### config.mk
export PLATFORM = sky130hd
export DESIGN_NAME = circular_deque
export DESIGN_NICKNAME = d
export VERILOG_FILES = /design/src/cdq_pkg.sv /design/src/cdq_cell.sv /design/src/circular_deque.sv
export SDC_FILE = /design/constraint.sdc
export NUM_CORES = 1
export LEC_CHECK = 0
export BUFFER_PORTS_ARGS = -buffer_cell sky130_fd_sc_hd__buf_4
export CORE_MARGIN = 5
export CORE_UTILIZATION = 56
export CTS_CLUSTER_SIZE = 16
export DETAILED_ROUTE_END_ITERATION = 16
export GPL_TIMING_DRIVEN = 0
export PLACE_DENSITY = 0.73
export SKIP_CTS_REPAIR_TIMING = 1
export SKIP_LAST_GASP = 1
export SLEW_MARGIN = 30
export SYNTH_ARGS = -nofsm -noshare
export SYNTH_HDL_FRONTEND = slang
export SYNTH_HIERARCHICAL = 1
export SYNTH_SLANG_ARGS = --single-unit
### constraint.sdc
create_clock -name clk -period 6.55 [get_ports clk]
set_clock_uncertainty 0.1 [all_clocks]
set_input_delay 0.655 -clock clk [delete_from_list [all_inputs] [get_ports clk]]
set_output_delay 0.655 -clock clk [all_outputs]
set_load 0.03 [all_outputs]
### src/cdq_pkg.sv
package cdq_pkg;

  localparam int unsigned WORD_W = 32;
  localparam int unsigned CMD_W  = 3;

  localparam logic [CMD_W-1:0] CMD_PUSH_FRONT = 3'd0;
  localparam logic [CMD_W-1:0] CMD_PUSH_REAR  = 3'd1;
  localparam logic [CMD_W-1:0] CMD_POP_FRONT  = 3'd2;
  localparam logic [CMD_W-1:0] CMD_POP_REAR   = 3'd3;
  localparam logic [CMD_W-1:0] CMD_PEEK       = 3'd4;

  localparam logic signed [WORD_W-1:0] EMPTY_WORD = -32'sd1;

  // one-hot (or all-zero) strobes to every cell, already qualified by accept and not-rejected
  typedef struct packed {
    logic push_front;
    logic push_rear;
    logic pop_front;
    logic pop_rear;
  } cdq_ctrl_t;

endpackage

### src/cdq_cell.sv
// One position of the deque. Chain A holds elements front-first, chain B
// rear-first, so each end sits in cell 0 of one chain. Valid bits form a
// thermometer shared by both chains.
module cdq_cell
  import cdq_pkg::*;
(
  input  logic                     clk,
  input  logic                     rst,
  input  cdq_ctrl_t                ctrl,
  input  logic signed [WORD_W-1:0] value,
  input  logic signed [WORD_W-1:0] prev_a,
  input  logic signed [WORD_W-1:0] prev_b,
  input  logic                     prev_valid,
  input  logic signed [WORD_W-1:0] next_a,
  input  logic signed [WORD_W-1:0] next_b,
  input  logic                     next_valid,
  output logic signed [WORD_W-1:0] a,
  output logic signed [WORD_W-1:0] b,
  output logic                     valid
);

  logic append;

  // first free cell in the chain takes an appended word
  assign append = prev_valid && !valid;

  always_ff @(posedge clk) begin
    if (rst) begin
      valid <= 1'b0;
    end else if (ctrl.push_front || ctrl.push_rear) begin
      valid <= valid | prev_valid;
    end else if (ctrl.pop_front || ctrl.pop_rear) begin
      valid <= valid & next_valid;
    end
  end

  always_ff @(posedge clk) begin
    if (ctrl.push_front) begin
      a <= prev_a;
      if (append) begin
        b <= value;
      end
    end else if (ctrl.push_rear) begin
      b <= prev_b;
      if (append) begin
        a <= value;
      end
    end else if (ctrl.pop_front) begin
      a <= next_a;
    end else if (ctrl.pop_rear) begin
      b <= next_b;
    end
  end

endmodule

### src/circular_deque.sv
// channel  | handshake            | words
// ---------+----------------------+-----------------------------------------------
// command  | cmd_valid, cmd_stall | command, value
// result   | res_valid, res_stall | front_value, rear_value, is_empty, is_full,
//          |                      | rejected
//
// One word per cycle while the result side does not stall; each result appears in the cycle after its command is taken.
// Every cell of the chain updates in the same cycle, so DEPTH does not change the rate.
// The result is held in an output register; a new command is taken in the cycle
// that register empties, so a stalled result stalls the command side.
// Synchronous reset empties the queue; no clearing pass.
module circular_deque
  import cdq_pkg::*;
#(
  parameter int unsigned DEPTH = 8
) (
  input  logic                     clk,
  input  logic                     rst,
  input  logic                     cmd_valid,
  output logic                     cmd_stall,
  input  logic [CMD_W-1:0]         command,
  input  logic signed [WORD_W-1:0] value,
  output logic                     res_valid,
  input  logic                     res_stall,
  output logic signed [WORD_W-1:0] front_value,
  output logic signed [WORD_W-1:0] rear_value,
  output logic                     is_empty,
  output logic                     is_full,
  output logic                     rejected
);

  logic signed [WORD_W-1:0] a_q [DEPTH];
  logic signed [WORD_W-1:0] b_q [DEPTH];
  logic [DEPTH-1:0]         valid_q;
  logic                     accept;
  logic                     is_push;
  logic                     is_pop;
  logic                     rej_next;
  cdq_ctrl_t                ctrl;

  assign cmd_stall = res_valid && res_stall;
  assign accept    = cmd_valid && !cmd_stall;

  assign is_empty = !valid_q[0];
  assign is_full  = valid_q[DEPTH-1];

  always_comb begin
    is_push = 1'b0;
    is_pop  = 1'b0;
    unique case (command)
      CMD_PUSH_FRONT, CMD_PUSH_REAR: is_push = 1'b1;
      CMD_POP_FRONT, CMD_POP_REAR:   is_pop  = 1'b1;
      default: ;  // peek and unused codes
    endcase
  end

  assign rej_next = (is_push && is_full) || (is_pop && is_empty);

  always_comb begin
    ctrl = '0;
    if (accept && !rej_next) begin
      ctrl.push_front = (command == CMD_PUSH_FRONT);
      ctrl.push_rear  = (command == CMD_PUSH_REAR);
      ctrl.pop_front  = (command == CMD_POP_FRONT);
      ctrl.pop_rear   = (command == CMD_POP_REAR);
    end
  end

  for (genvar i = 0; i < DEPTH; i++) begin : g_cell
    logic signed [WORD_W-1:0] prev_a;
    logic signed [WORD_W-1:0] prev_b;
    logic                     prev_valid;
    logic signed [WORD_W-1:0] next_a;
    logic signed [WORD_W-1:0] next_b;
    logic                     next_valid;

    if (i == 0) begin : g_first
      assign prev_a     = value;
      assign prev_b     = value;
      assign prev_valid = 1'b1;
    end else begin : g_mid
      assign prev_a     = a_q[i-1];
      assign prev_b     = b_q[i-1];
      assign prev_valid = valid_q[i-1];
    end

    if (i == DEPTH - 1) begin : g_last
      assign next_a     = a_q[i];
      assign next_b     = b_q[i];
      assign next_valid = 1'b0;
    end else begin : g_inner
      assign next_a     = a_q[i+1];
      assign next_b     = b_q[i+1];
      assign next_valid = valid_q[i+1];
    end

    cdq_cell u_cell (
      .clk        (clk),
      .rst        (rst),
      .ctrl       (ctrl),
      .value      (value),
      .prev_a     (prev_a),
      .prev_b     (prev_b),
      .prev_valid (prev_valid),
      .next_a     (next_a),
      .next_b     (next_b),
      .next_valid (next_valid),
      .a          (a_q[i]),
      .b          (b_q[i]),
      .valid      (valid_q[i])
    );
  end

  // state only moves on accept, so the ends read straight off cell 0
  assign front_value = valid_q[0] ? a_q[0] : EMPTY_WORD;
  assign rear_value  = valid_q[0] ? b_q[0] : EMPTY_WORD;

  always_ff @(posedge clk) begin
    if (rst) begin
      res_valid <= 1'b0;
      rejected  <= 1'b0;
    end else begin
      if (accept) begin
        res_valid <= 1'b1;
        rejected  <= rej_next;
      end else if (!res_stall) begin
        res_valid <= 1'b0;
      end
    end
  end

  a_thermo : assert property (@(posedge clk) disable iff (rst)
    (valid_q & ~{valid_q[DEPTH-2:0], 1'b1}) == '0)
    else $error("occupancy not contiguous from the front");

  a_push_fills : assert property (@(posedge clk) disable iff (rst)
    accept && is_push |=> !is_empty && res_valid)
    else $error("push left the queue empty");

  a_full_reject : assert property (@(posedge clk) disable iff (rst)
    accept && is_push && is_full |=> is_full && rejected)
    else $error("push into full queue not rejected");

  a_pop_shrinks : assert property (@(posedge clk) disable iff (rst)
    accept && is_pop && !is_empty |=> !is_full && !rejected)
    else $error("pop did not free a slot");

endmodule
[Word-level counts from Yosys, hierarchy flattened]
Index checks and enable logic that the tools add are counted.
Cells by class
  reduce and logical (&&, ||, !) cells: 49
  add/sub/neg operators: 0
  order comparisons: 0
  bitwise gates (word level): 14
  muxes and demuxes: 84
  shifts and indexed selects: 0
  equality and inequality tests: 20
  multiply operators: 0
  divide/modulo/power cells: 0
Operators by type and width (number)
  32-bit two-way mux: 63
  3-bit by 2-bit inequality test with 1-bit output (second input constant): 7
  3-bit AND reduction: 7
  1-bit two-way mux: 20
  2-bit AND reduction: 9
  2-bit inequality test (second input constant): 8
  1-bit logical AND: 12
  1-bit logical NOT: 10
  1-bit AND: 7
  1-bit bitwise OR: 7
  3-bit by 2-bit equality test with 1-bit output (second input constant): 2
  2-bit nonzero test: 3
  3-bit nonzero test: 2
  4-bit two-way mux: 1
  2-bit OR reduction: 2
  3-bit by 1-bit equality test with 1-bit output (second input constant): 1
  3-bit logical NOT: 1
  1-bit logical OR: 3
  3-bit by 1-bit inequality test with 1-bit output (second input constant): 1
  2-bit by 1-bit inequality test with 1-bit output (second input constant): 1
Word-level totals
  output and inout bits: 69
  memories kept: 0
  register bits: 522
  memory bits (writable): 0
  logic and storage cells: 193
  bits of input ports: 39
  memory bits (read-only): 0
  bits in latches: 0

[Depth between registers and ports, before layout]
Gate-level depths: netlist of run 1.
  depth after elaboration: 12
  gate-level depth with buffers: 8
  mapped depth without buffers: 6

[By module]
The synthesis of run 1 kept the hierarchy.
Modules (own cells, without submodules)
  cdq_cell: area each 3335.7 um2, cells each 290, seq. area each 1941.9 um2, instances 8
  circular_deque: area each 560.5 um2, cells each 91, seq. area each 40.0 um2, instances 1

[Worst setup path after synthesis of run 1]
Ideal clock, no wire load.
  kind: in2reg
  from: input cmd_valid
  to: register g_cell[0].u_cell.b[0], enable pin
  path buffers: 1
  cell stages on the path: 5
  arrival: 5894 ps
  required time: 5792 ps
  setup slack: -102 ps
  setup time: 658 ps
  path through: a21bo_1 or2_2 nor4_1 clkbuf_1 o21ai_0
RTL lines
  from (decl): line circular_deque.sv:19  | input logic cmd_valid,
  to (signal assigned): line cdq_cell.sv:41  | b <= value;
  to (signal assigned): line cdq_cell.sv:44  | b <= prev_b;
  to (signal assigned): line cdq_cell.sv:51  | b <= next_b;
  to (decl): line cdq_cell.sv:18  | output logic signed [WORD_W-1:0] b,

[Worst setup path in the final report of run 1]
  from: register g_cell[0].u_cell.valid
  to: output front_value[25]
Between the ends
  word-level cells in the longest chain between the ends: 1
Ends and longest elaborated chain
  from (decl): line cdq_cell.sv:19  | output logic valid
  from (signal assigned): line cdq_cell.sv:31  | valid <= valid | prev_valid;
  from (signal assigned): line cdq_cell.sv:33  | valid <= valid & next_valid;
  32-bit two-way mux: line circular_deque.sv:115  | assign front_value = valid_q[0] ? a_q[0] : EMPTY_WORD;
  to (decl): line circular_deque.sv:25  | output logic signed [WORD_W-1:0] front_value,
Every way passes these cells.

==> results of run 1 <==
worst max-delay path, delay by kind of cell, from the launching register on:
kind | cells | cell delay, ns
buffers and inverters | 3 | 1.34
flip-flops | 1 | 0.50
AND/OR/NAND/NOR | 1 | 0.21
flip-flops by register name (all words and copies together) (netlist names):
register / cells
g_cell.u_cell/a: 256
g_cell.u_cell/b: 256
g_cell.u_cell/valid: 8
rejected: 1
res_valid: 1
cells by family (layout without fill, tap and decap cells):
group	after synthesis	count (layout)	share of synthesized area, %
DFF	522	522	57.16
buffers and inverters	201	434	4.275
other	2	4	0.02756
and+or+nand+nor	620	620	9.308
AOI/OAI and AO/OA	554	554	10.42
muxes	512	512	18.81
per-stage QoR:
stage                     setup TNS [ns]  util, %
after global routing                   0    65.08
after floorplan                        0        -
final                                  0    65.08
after global placement          -1175.27    60.14
after CTS                              0    65.08
after detailed placement               0    61.52
where the power goes:
part           switching (mW)  internal [mW]  total, mW  leakage, nW
Clock                    1.31           1.73       3.04        0.835
Sequential             0.0391           3.75       3.79         4.73
Combinational           0.363          0.184      0.547         3.77
cell usage in the layout (no fill, tap or decap), types with 9 or more instances in the layout:
cell type / count
buf_4: 153
dfxtp_1: 10
nand2_1: 514
edfxtp_1: 512
mux2i_1: 512
inv_1: 18
nand2b_1: 64
clkbuf_16: 55
buf_2: 66
o21ai_1: 64
a21oi_1: 9
nor2_1: 19
buf_6: 25
o21ai_0: 456
clkbuf_1: 63
clkinv_1: 16
buf_16: 12
how the worst max path moves through the flow:
stage / from / end / slack, ns / cells after the start
after floorplan: cmd_valid / g_cell[0].u_cell/b[0] / 0.76 / 8
after global placement: res_stall / g_cell[0].u_cell/b[28] / -2.44 / 6
after detailed placement: res_stall / g_cell[5].u_cell/b[17] / 2.77 / 10
after CTS: g_cell[0].u_cell/valid / front_value[25] / 2.97 / 4
after global routing: g_cell[0].u_cell/valid / front_value[25] / 2.96 / 4
final: g_cell[0].u_cell/valid / front_value[25] / 3.11 / 4
per-layer routing:
layer  vias up  track usage [%]  wire length (µm)
li1       9168                -                 -
met1     10160            37.04             30430
met2       958            48.55             38590
met3       197            5.112              6872
met4         0            13.49              3980
met5         -                0                 0
area by class of cell:
type,instances,share of cell area [%]
Sequential cell,522,49.91
Multi-Input combinational cell,1690,34.11
Clock buffer,64,4.519
Clock inverter,34,0.9583
Timing Repair Buffer,135,4.294
Tap cell,615,2.466
Inverter,18,0.2165
Buffer,183,3.520
==> impl_metrics.csv, run 1 <==
group,metric,value,unit
run_status,run_status,"completed",
pwr,p_per_area,236.4,mW/mm²
setup_path,rr_startpoint,"res_valid",
floorplan,chipHeight,230.6,µm
routing,final_antenna_net_count,0,
global_routing,grt_pass1_wl,120.0,mm
global_routing,antenna_found_initial,2,
sta,worst_pin_slew,0.8415,ns
floorplan,initial_utilization,56.83,%
worst_hold_path,min_delay_path_depth,3,
pwr,cellLeakagePower,9.340,nW
sta,rsz0062_at_grt,"no",
routing,dr.pass1.iters,6,
yosys,avgSynthCellArea,11.30,µm²
setup_path,r2r_setup_slack,3.20,ns
yosys,ys_seq_elements,522,
finish,multiInputGateArea,0.01065,mm²
yosys,synth_ff_type,"edfxtp_1",
floorplan,die_x,230.6,µm
sta,max_freq,290.9,MHz
global_routing,grt_pass1_vias,21050,
setup_path,arrival,2.68,ns
worst_hold_path,holdPathEnd,"res_valid",
pwr,vdd_drop_max,0.1937,mV
clock_network,cts_max_level,2,
setup_path,crit_required,5.79,ns
worst_hold_path,hp-start,"cmd_valid",
placed_design,routabilityCongestion,0.8615,
sta,timing.slew.headroom,43.90,%
floorplan,dieArea,0.05316,mm²
yosys,ys_seq_area_share,57.16,%
clock_network,clockBufferDepth,3,
yosys,synth.most_common_cell,"nand2_1",
setup_path,r2r_end,"g_cell[5].u_cell/b[18]",
placed_design,dpl.hpwl,57.42,mm
global_routing,grtUsageTotal,29.01,%
placed_design,dpl.cell_count,3163,
placed_design,io_buffers,107,
finish,postLayoutCellArea,0.03120,mm²
yosys,synthTopCellsByArea,"edfxtp_1, mux2i_1, o21ai_0",
yosys,synth_edf_count,512,
job,maxCapViolations,0,
sta,setup_viol,0,
yosys,synth_area,0.02725,mm²
yosys,synth_top_cells_by_count,"nand2_1, edfxtp_1, mux2i_1, o21ai_0",
worst_hold_path,hold_class,"in2reg",
clock_network,path_clk_slew,0.06,ns
yosys,ys.warnings.count,6,
setup_path,crit_path_top_delay_cell,"clkbuf_1",
finish,final_nets,2644,
routing,drt_iter0_markers,2321,
setup_path,end_kind,"primary output",
yosys,ys_types,24,
pwr,finalPower,7.377,mW
setup_path,startpoint_type,"flop",
finish,syn_to_final_growth,14.53,%
yosys,synth_top_area_share,56.43,%
floorplan,placementRows,80,
setup_path,worst-r2r-cell-count,9,
setup_path,path_class,"reg2out",
setup_path,crit_fanout,10,
floorplan,ios,108,
sta,setup_slack,3.112,ns
clock_network,clock-sinks,522,
finish,fillCellCount,3622,
sta,finalHoldViolCount,0,
setup_path,path_cells,"clkbuf_2 -> clkbuf_1 -> nand2b_1 -> buf_4",
routing,routedWlPerCell,24.49,µm
routing,finalWirelength,79.87,mm
finish,stdcell_count,3261,
yosys,synthCells,2411,
clock_network,clk_latency,0.61,ns
placed_design,place_area,0.02950,mm²
finish,area.sequential,0.01557,mm²
sta,min_period_over_period,52.49,%
routing,drc,0,
clock_network,cts_inserted_buffers,55,
routing,avgViaCountPerCell,6.280,
yosys,async_flop_share,0,%
finish,insertedDiodeCount,0,
setup_path,max_stage_delay,0.63,ns
clock_network,cts_root_buf,"clkbuf_16",
finish,layout-drive-gt1-share,13.53,%
sta,finalMaxSlewViolations,0,
global_routing,grt.overflow.total,0,
sta,fin_hold_ws,0.1742,ns
sta,period_needed,3.438,ns
clock_network,cts_tree,"done",
floorplan,coreArea,0.04795,mm²
yosys,synth_top_area_cell,"edfxtp_1",
placed_design,pre_cts_slack,2.774,ns
global_routing,grt_max_degree,28,
routing,vias,20480,
Power figures use the tool's default switching activity.
==> run 2, diff against run 1 <==
ABC_AREA = 1   (was default)
CORE_UTILIZATION = 62   (was 56)
PLACE_DENSITY = 0.77   (was 0.73)
clock period = 3.5 ns   (was 6.55 ns; I/O delays follow)
==> run 2 against run 1 <==
Critical path depth rose by 6. Sequential share of layout area increased by 1.5 points. Final cell count rose by 16%. Die area down 12%. Sequential cell count unchanged. Synthesized cell count grew 26%. Sequential power grew 96%. Global-route usage up 4.4 points. Register-to-register slack worse by 3.1 ns. Non-clock buffer count down 4. Clock power grew 79%. Largest cell class unchanged. Largest power group unchanged.
==> impl_metrics.csv, run 2 <==
group,metric,value,unit
placed_design,pre_cts_slack,-0.2683,ns
sta,finalHoldViolCount,0,
floorplan,coreArea,0.04213,mm²
setup_path,crit_path_top_delay_cell,"a21oi_4",
global_routing,grt.overflow.total,0,
clock_network,clockBufferDepth,3,
global_routing,grt_pass1_vias,20580,
floorplan,dieArea,0.04703,mm²
pwr,vdd_drop_max,0.3784,mV
routing,drc,0,
yosys,synth_top_area_cell,"edfxtp_1",
setup_path,path_class,"reg2reg",
yosys,ys_seq_area_share,58.71,%
sta,max_freq,295.7,MHz
yosys,synth.most_common_cell,"nand2_1",
setup_path,path_cells,"inv_1 -> buf_6 -> nand3_2 -> nand3b_1 -> nor2_4 -> buf_2 -> buf_4 -> nand3_1 -> a21oi_4 -> buf_16",
placed_design,io_buffers,107,
yosys,synthCells,3029,
floorplan,placementRows,75,
sta,fin_hold_ws,0.009475,ns
global_routing,grtUsageMet2,43.55,%
routing,avgViaCountPerCell,6.008,
sta,finalMaxSlewViolations,0,
clock_network,cts_max_level,2,
yosys,synth_area,0.02653,mm²
finish,insertedDiodeCount,0,
setup_path,max_stage_delay,0.56,ns
setup_path,startpoint_type,"flop",
setup_path,arrival,3.59,ns
run_status,run_status,"completed",
routing,routedWlPerCell,21.19,µm
floorplan,ios,108,
finish,final_nets,3256,
placed_design,dpl.hpwl,58.26,mm
yosys,synth_top_cells_by_count,"nand2_1, nand3_1, edfxtp_1, buf_2, buf_6",
routing,vias,22820,
yosys,synthTopCellsByArea,"edfxtp_1, nand2_1, nand3_1",
routing,dr.pass1.iters,7,
clock_network,cts_tree,"done",
yosys,synth_ff_type,"edfxtp_1",
floorplan,chipHeight,216.9,µm
finish,syn_to_final_growth,14.18,%
finish,final_cell_mix,"nand2_1, nand3_1, edfxtp_1",
setup_path,path_buf_inv,5,
floorplan,initial_utilization,62.96,%
global_routing,use_met1,54.05,%
floorplan,die_x,216.9,µm
sta,worst_pin_slew,0.9069,ns
routing,drt_iter0_markers,4279,
clock_network,cts_root_buf,"clkbuf_16",
setup_path,end_kind,"flop",
clock_network,path_clk_slew,0.06,ns
finish,final_common_cell,"nand2_1",
global_routing,grt_pass1_wl,120.9,mm
global_routing,grtUsageTotal,33.45,%
yosys,ys_types,23,
finish,final_util,71.89,%
yosys,synth_edf_count,512,
sta,setup_viol,0,
yosys,avgSynthCellArea,8.758,µm²
sta,min_period_over_period,96.61,%
global_routing,antenna_found_initial,0,
clock_network,cts_inserted_buffers,53,
placed_design,routabilityCongestion,0.9358,
placed_design,place_area,0.02860,mm²
worst_hold_path,hold_class,"in2reg",
sta,timing.slew.headroom,39.48,%
setup_path,crit_required,3.71,ns
yosys,ys_seq_elements,522,
pwr,p_per_area,474.4,mW/mm²
sta,setup_slack,0.1187,ns
setup_path,crit_fanout,18,
yosys,synth_top_area_share,57.95,%
sta,period_needed,3.381,ns
yosys,ys.warnings.count,6,
pwr,finalPower,14.37,mW
sta,rsz0062_at_grt,"no",
clock_network,clock-sinks,522,
finish,reg_top3,"g_cell.u_cell/a (256), g_cell.u_cell/b (256), g_cell.u_cell/valid (8)",
global_routing,grt_max_degree,23,
yosys,async_flop_share,0,%
routing,finalWirelength,80.48,mm
global_routing,top_usage_layer,"met1",
setup_path,critPathTopFamily,"buffers and inverters",
pwr,cellLeakagePower,11.97,nW
job,maxCapViolations,0,
finish,stdcell_count,3798,
finish,layout-drive-gt1-share,13.04,%
clock_network,clk_latency,0.60,ns
global_routing,met3_usage,9.366,%
finish,postLayoutCellArea,0.03029,mm²
routing,final_antenna_net_count,0,
placed_design,dpl.cell_count,3696,
sta,tns,0,ns
run 2: cell count changes after synthesis, sizes merged, moves of 64 or more:
cell    previous run  this run
nand2            514      1592
mux2i            512         0
nand2b            64         0
o21ai            528         8
nand3              8       539
or2                1        72
run 2: worst paths after layout:
check                         startpoint                     end  slack [ns]  depth (start not counted)
setup / recovery  g_cell[0].u_cell/valid  g_cell[7].u_cell/b[10]        0.12                         10
hold / removal                 cmd_valid                rejected       0.009                          4
setup reg to reg  g_cell[0].u_cell/valid  g_cell[7].u_cell/b[10]        0.12                         10
hold reg to reg                 rejected                rejected        0.44                          4
run 2: layout make-up:
class / instances / area, µm²
plain buffers: 183 / 1256
clock buffers: 69 / 1429
clock inverters: 28 / 206.4
fillers: 3109 / 11840
inverters: 38 / 142.6
multi-input cells: 2288 / 9763
flip-flops and latches: 522 / 15570
well taps: 539 / 674.4
repair buffers: 131 / 1244
run 2: worst reg2reg max path: cells and delay by family, from the launching register on:
| family | cells | cell delay [ns] |
|---|---|---|
| AO/OA/AOI/OAI | 1 | 0.56 |
| buffers and inverters | 5 | 1.06 |
| flip-flops | 1 | 0.46 |
| AND/OR/NAND/NOR | 4 | 0.89 |
run 2: logic make-up (layout without fill, tap and decap cells):
logic type	after synthesis	after routing	share of synthesized area [%]
other	2	4	0.02831
flip-flops	522	522	58.71
AND/OR/NAND/NOR	2267	2267	35.67
AO/OA/AOI/OAI	17	17	0.3207
buffers and inverters	221	449	5.273
run 2: power breakdown:
group,switching [mW],internal [mW]
clock network,2.36,3.08
logic,0.991,0.497
registers,0.209,7.23
total,3.56,10.8
run 2: layer usage:
metal | vias up | part of all wire (%)
li1 | 10420 | -
met1 | 10410 | 40
met2 | 1846 | 38
met3 | 148 | 18
met4 | 0 | 3.6
met5 | - | 0
